### src/hw/rtl/rgb2lab_pkg.sv
package rgb2lab_pkg;

  localparam int PIX_W   = 8;
  localparam int LIN_W   = 17;
  localparam int COEF_W  = 16;
  localparam int PROD_W  = LIN_W + COEF_W;
  localparam int ACC_W   = PROD_W + 1;
  localparam int NUM_W   = ACC_W + 7;
  localparam int WHITE_W = 17;
  localparam int DEN_W   = WHITE_W + 6;
  localparam int RATIO_W = 24;
  localparam int F_W     = 19;
  localparam int L_W     = 7;
  localparam int AB_W    = 8;
  localparam int TAB_N   = 256;

  localparam int DIV_STAGES  = RATIO_W / 2;
  localparam int CBRT_STAGES = F_W;

  // linear segment of f() below 0.008856
  localparam int unsigned F_KNEE    = 581;
  localparam int unsigned F_SLOPE   = 510329;
  localparam int unsigned F_OFFSET  = 9039;
  localparam int          KNEE_W    = 10;

  localparam logic [WHITE_W-1:0] WHITE_X_RST = 17'd97328;
  localparam logic [WHITE_W-1:0] WHITE_Y_RST = 17'd102400;
  localparam logic [WHITE_W-1:0] WHITE_Z_RST = 17'd111496;

  typedef enum logic [1:0] {
    CFG_WHITE_X = 2'd0,
    CFG_WHITE_Y = 2'd1,
    CFG_WHITE_Z = 2'd2
  } cfg_idx_t;

  typedef logic [COEF_W-1:0] coef_row_t [3];
  typedef coef_row_t         coef_mat_t [3];

  localparam coef_mat_t COEF = '{
    '{16'd27031, 16'd23434, 16'd11824},
    '{16'd13938, 16'd46869, 16'd4730},
    '{16'd1267,  16'd7811,  16'd62274}
  };

  typedef logic [LIN_W-1:0] lin_tab_t [TAB_N];

  function automatic longint unsigned pow5_q30(longint unsigned y);
    longint unsigned p;
    p = y;
    for (int k = 0; k < 4; k++) begin
      p = (p * y) >> 30;
    end
    return p;
  endfunction

  function automatic lin_tab_t build_lin_tab();
    lin_tab_t tab;
    longint unsigned t;
    longint unsigned t2;
    longint unsigned lo;
    longint unsigned hi;
    longint unsigned mid;
    longint unsigned v;
    for (int i = 0; i < TAB_N; i++) begin
      if (i <= 10) begin
        v = (longint'(i) * 13107200 + 329460) / 658920;
      end else begin
        t  = (longint'(40 * i + 561) << 30) / 10761;
        t2 = (t * t) >> 30;
        lo = 0;
        hi = 64'd1 << 30;
        while (lo < hi) begin
          mid = lo + (hi - lo + 1) / 2;
          if (pow5_q30(mid) <= t2) lo = mid;
          else hi = mid - 1;
        end
        v = (((t2 * lo) >> 30) + (64'd1 << 13)) >> 14;
      end
      tab[i] = v[LIN_W-1:0];
    end
    return tab;
  endfunction

  localparam lin_tab_t LIN_TAB = build_lin_tab();

endpackage

### src/hw/rtl/rgb2lab_cbrt.sv
module rgb2lab_cbrt (
  input  logic                            clk,
  input  logic                            rst_n,
  input  logic                            en,
  input  logic                            valid_i,
  input  logic [rgb2lab_pkg::RATIO_W-1:0] ratio_i,
  output logic                            valid_o,
  output logic [rgb2lab_pkg::F_W-1:0]     f_o
);
  import rgb2lab_pkg::*;

  localparam int W     = 3 * F_W + 3;
  localparam int Y2_W  = 2 * F_W;
  localparam int Y3_W  = 3 * F_W;
  localparam int LP_W  = KNEE_W + F_W;

  logic [CBRT_STAGES-1:0] v_r;
  logic [CBRT_STAGES-1:0] big_r;
  logic [RATIO_W-1:0] ratio_r [CBRT_STAGES];
  logic [F_W-1:0]     lin_r   [CBRT_STAGES];
  logic [F_W-1:0]     y_r     [CBRT_STAGES];
  logic [Y2_W-1:0]    y2_r    [CBRT_STAGES];
  logic [Y3_W-1:0]    y3_r    [CBRT_STAGES];

  logic [LP_W-1:0] lin_prod;
  logic [F_W-1:0]  lin_val;

  assign lin_prod = LP_W'(ratio_i[KNEE_W-1:0]) * LP_W'(F_SLOPE);
  assign lin_val  = F_W'(lin_prod[LP_W-1:16]) + F_W'(F_OFFSET);

  always_ff @(posedge clk) begin
    if (!rst_n) begin
      v_r <= '0;
    end else if (en) begin
      v_r <= {v_r[CBRT_STAGES-2:0], valid_i};
    end
  end

  for (genvar s = 0; s < CBRT_STAGES; s++) begin : g_stage
    localparam int K = F_W - 1 - s;
    logic [RATIO_W-1:0] ratio_src;
    logic [F_W-1:0]     lin_src;
    logic               big_src;
    logic [F_W-1:0]     y_src;
    logic [Y2_W-1:0]    y2_src;
    logic [Y3_W-1:0]    y3_src;
    logic [W-1:0]       trial;
    logic [W-1:0]       y2_w;
    logic [W-1:0]       target;

    if (s == 0) begin : g_first
      assign ratio_src = ratio_i;
      assign lin_src   = lin_val;
      assign big_src   = ratio_i >= RATIO_W'(F_KNEE);
      assign y_src     = '0;
      assign y2_src    = '0;
      assign y3_src    = '0;
    end else begin : g_next
      assign ratio_src = ratio_r[s-1];
      assign lin_src   = lin_r[s-1];
      assign big_src   = big_r[s-1];
      assign y_src     = y_r[s-1];
      assign y2_src    = y2_r[s-1];
      assign y3_src    = y3_r[s-1];
    end

    // (y + 2^k)^3 = y^3 + 3 y^2 2^k + 3 y 2^2k + 2^3k
    always_comb begin
      target = W'(ratio_src) << 32;
      trial  = W'(y3_src)
             + (((W'(y2_src) << 1) + W'(y2_src)) << K)
             + (((W'(y_src) << 1) + W'(y_src)) << (2 * K))
             + (W'(1) << (3 * K));
      y2_w   = W'(y2_src) + (W'(y_src) << (K + 1)) + (W'(1) << (2 * K));
    end

    always_ff @(posedge clk) begin
      if (en) begin
        ratio_r[s] <= ratio_src;
        lin_r[s]   <= lin_src;
        big_r[s]   <= big_src;
        if (trial <= target) begin
          y_r[s]  <= y_src | (F_W'(1) << K);
          y2_r[s] <= y2_w[Y2_W-1:0];
          y3_r[s] <= trial[Y3_W-1:0];
        end else begin
          y_r[s]  <= y_src;
          y2_r[s] <= y2_src;
          y3_r[s] <= y3_src;
        end
      end
    end
  end

  assign valid_o = v_r[CBRT_STAGES-1];
  assign f_o     = big_r[CBRT_STAGES-1] ? y_r[CBRT_STAGES-1] : lin_r[CBRT_STAGES-1];

endmodule

### config.mk
export PLATFORM = sky130hd
export DESIGN_NAME = rgb2lab_cbrt
export DESIGN_NICKNAME = d
export VERILOG_FILES = /design/src/hw/rtl/rgb2lab_pkg.sv /design/src/hw/rtl/rgb2lab_cbrt.sv
export SDC_FILE = /design/constraint.sdc
export NUM_CORES = 2
export LEC_CHECK = 0
export ABC_AREA = 1
export BUFFER_PORTS_ARGS = -buffer_cell sky130_fd_sc_hd__buf_4
export CORE_ASPECT_RATIO = 1.4
export CORE_MARGIN = 2
export CORE_UTILIZATION = 45
export CTS_CLUSTER_DIAMETER = 40
export CTS_CLUSTER_SIZE = 16
export DETAILED_ROUTE_END_ITERATION = 7
export HOLD_SLACK_MARGIN = 0.05
export PLACE_DENSITY = 0.63
export SETUP_SLACK_MARGIN = 0.3
export SKIP_CTS_REPAIR_TIMING = 1
export SLEW_MARGIN = 0
export SYNTH_ARGS = -nofsm -noshare
export SYNTH_HDL_FRONTEND = slang
export SYNTH_SLANG_ARGS = --single-unit
### constraint.sdc
create_clock -name clk -period 6.7 [get_ports clk]
set_input_delay 0 -clock clk [delete_from_list [all_inputs] [get_ports clk]]
set_output_delay 0 -clock clk [all_outputs]
set_load 0.02 [all_outputs]
==> results.md <==
- Layout cell share with drive strength beyond 1: 18.4%
- First-pass GRT wire length: roughly 600,000 µm
- Cell count after placement: between 20k and 25k
- Post-synthesis sequential area ratio: between 30% and 40%
- Row cnt: roughly 240
- CP required: approximately 7.3 ns
- Most common cell after layout, fill and taps aside: nand2_1
- Arrival @ worst endpoint: roughly 7.4 ns
- Initial Utilization: a little under half
- Total congestion overflow: 0
- DP HPWL: 322,000 µm
- Clock transition at the registers of the reported paths: around 0.07 ns
- Largest net degree at the start of global routing: 164
- Run status: finished with violations
- Root buf cell: clkbuf_16
- Yosys reg bits: about 1.8k
- Crit path largest cell delay: approximately 0.48 ns
- Syn Nets: around 17k
- Max_slew headroom: between 20% and 30%
- Slew Limit Fails: 0
- Setup WS post-layout: -0.143 ns
- Crit Path Category: flip-flop to flip-flop
- RSZ-0062 raised after global routing: yes
- Cell Area, Synth: between 0.1 and 0.15 mm²
- Setup TNS: -10.17 ns
- Layout Nets: 18.5k
- Startpoint Class: flip-flop
- Min-delay worst type: input port to flip-flop
- Clk Latency, worst-skew pair: 0.91 ns
- Via/cell ratio: about 5.3
- EDFF count, synth: roughly 1.7k
- Layout area overhead: 24.9%
- CTS tree: yes
- Die Span Y: between 600 and 700 µm
- Max stage delay cell, worst path: edfxtp_1
- Max clock buf depth: 4
- Setup violators final: between 150 and 200
- Io pins: 48
- Highest clock rate: approximately 150 MHz
- Crit-path max FO: 5
- Fin util: between 50 and 60%
- Hold Fails Final Rpt: 0
- Residual DRC count: 0
- Synthesis warning total: 0
- Input/output buffers: 47
- Initial antenna violation count: 3
- Synth Area per Inst: 9.01 µm²
- Worst Setup SP: y_r[14][5]
- Die area: about 0.3 mm²
- Die extent in x: around 460 µm
- H-tree depth: 5
- Routed len/inst: around 20 µm
- Period minus WS final: 6.84 ns
- Worst Setup End Kind: flip-flop
- Distinct cells, synth: 63
- DR iter-0 viols: around 6.0k
- Router iterations before antenna repair: 6
- Critical path buffers and inverters: 10
- Hold_sp: ratio_i[12]
- Cts bufs inserted: between 200 and 300
- Max_cap viols: 0
- Vias: around 110k
- Post-Synthesis Cells: about 15k
- Post-route antenna net violation count: 0
- Synth Flop Type: edfxtp_1
- Routability cong.: between 0.9 and 1
- Gr usage total: a little over a quarter
- Failing checks: negative setup slack
- CTS sink cnt: around 1.8k
- Slew @ Worst Pin: roughly 1.1 ns
- CP top delay family: adder cells
- Fin Clk Skew: between 0.09 and 0.1 ns
- Tcrit/Tclk final: 102%
- Asr flop ratio synth: 0%
- Final cell count without fillers: approximately 21k
- Routed WL: 410,000 µm
- Core box area: between 0.2 and 0.3 mm²
- Vias in the first global route: roughly 110k
- Critical register-to-register path startpoint: y_r[14][5]
- Most frequent cells in the layout: nand2_1 (3,132), inv_1 (1,772), buf_4 (1,763)
[logic make-up (layout without fill, tap and decap cells)]
| kind of cell | count (synthesis) | in the layout | synth area share [%] |
|---|---|---|---|
| and+or+nand+nor | 5607 | 5611 | 17.6 |
| muxes | 15 | 15 | 0.128 |
| adders and majority gates | 1911 | 1911 | 19.9 |
| AOI/OAI and AO/OA | 2216 | 2216 | 9.39 |
| xor gates and xnor gates | 1052 | 1052 | 7.00 |
| buffers and inverters | 2054 | 4233 | 6.09 |
| other | 0 | 3 | 0 |
| DFF | 1756 | 1756 | 39.9 |
[cell type report]
type / instances / area (µm²)
Antenna cell: 3 / 7.51
Timing Repair Buffer: 1954 / 16300
Multi-Input combinational cell: 10805 / 74900
Sequential cell: 1756 / 52500
Clock buffer: 302 / 7010
Clock inverter: 183 / 2050
Inverter: 1794 / 6760
Tap cell: 3910 / 4890
Fill cell: 26036 / 128000
[sequential cells by signal, indices dropped and copies added, names as in the netlist]
| register | count |
|---|---|
| y3_r | 497 |
| y2_r | 316 |
| v_r | 19 |
| big_r | 1 |
| lin_r | 285 |
| y_r | 188 |
| g_stage.big_src | 18 |
| ratio_r | 432 |
[metrics by stage]
step	worst slack [ns]	instance area, µm²	hold slack (ns)
2_1_floorplan	0.809	132000	0.0989
3_3_place_gp	-0.841	149000	0.191
3_5_place_dp	-0.833	149000	0.192
4_1_cts	-0.894	158000	-0.755
5_1_grt	-0.383	164000	0.138
6_report	-0.143	164000	0.129
[synthesized netlist by cell type (8+ instances only)]
| cell | n | area [µm²] |
|---|---|---|
| ha_1 | 1609 | 20100 |
| clkbuf_1 | 121 | 454 |
| o31ai_1 | 8 | 60.1 |
| a21oi_1 | 1105 | 5530 |
| nor3_1 | 113 | 566 |
| fa_1 | 302 | 6050 |
| o21bai_1 | 75 | 563 |
| o21ai_1 | 33 | 165 |
| o2111ai_1 | 14 | 123 |
| o22ai_1 | 8 | 50.1 |
| buf_2 | 95 | 475 |
| nand4_1 | 129 | 807 |
| nor2_1 | 861 | 3230 |
| a21o_1 | 76 | 571 |
| edfxtp_1 | 1737 | 52200 |
| inv_1 | 1791 | 6720 |
| xnor2_1 | 349 | 3060 |
| and2_1 | 13 | 81.3 |
| nand3b_1 | 15 | 113 |
| dfxtp_1 | 19 | 380 |
| a31oi_1 | 102 | 638 |
| o221ai_1 | 21 | 184 |
| o21ai_0 | 566 | 2830 |
| nand3_1 | 1000 | 5000 |
| nor4_1 | 73 | 457 |
| nand2_2 | 12 | 75.1 |
| o211ai_1 | 47 | 353 |
| a21boi_0 | 41 | 308 |
| a211oi_1 | 33 | 248 |
| xor2_1 | 703 | 6160 |
| buf_4 | 30 | 225 |
| buf_6 | 11 | 124 |
| o21a_1 | 38 | 285 |
| nand2_1 | 3357 | 12600 |
| mux2_2 | 15 | 169 |
[per-layer routing]
metal / global-route usage (%) / part of all wire, %
met5: 0 / 0
met4: 20.6 / 10
met3: 2.94 / 3.3
met2: 51.4 / 54
met1: 23.9 / 32
[worst min-delay path: cells and delay by family]
family        cells  cell delay (ns)
simple gates      2             0.25
buf+inv           2             0.64
[worst paths after layout]
| path | endpoint | slack [ns] | cells after the start |
|---|---|---|---|
| min | g_stage[1].big_src | 0.13 | 4 |
| min reg2reg | g_stage[7].big_src | 0.40 | 0 |
| max reg2reg | y2_r[15][20] | -0.14 | 39 |
| max | y2_r[15][20] | -0.14 | 39 |
Power is left out: the tool's default activity adds up to more than one toggle a clock period on the data nets, which glitch-free logic cannot reach.
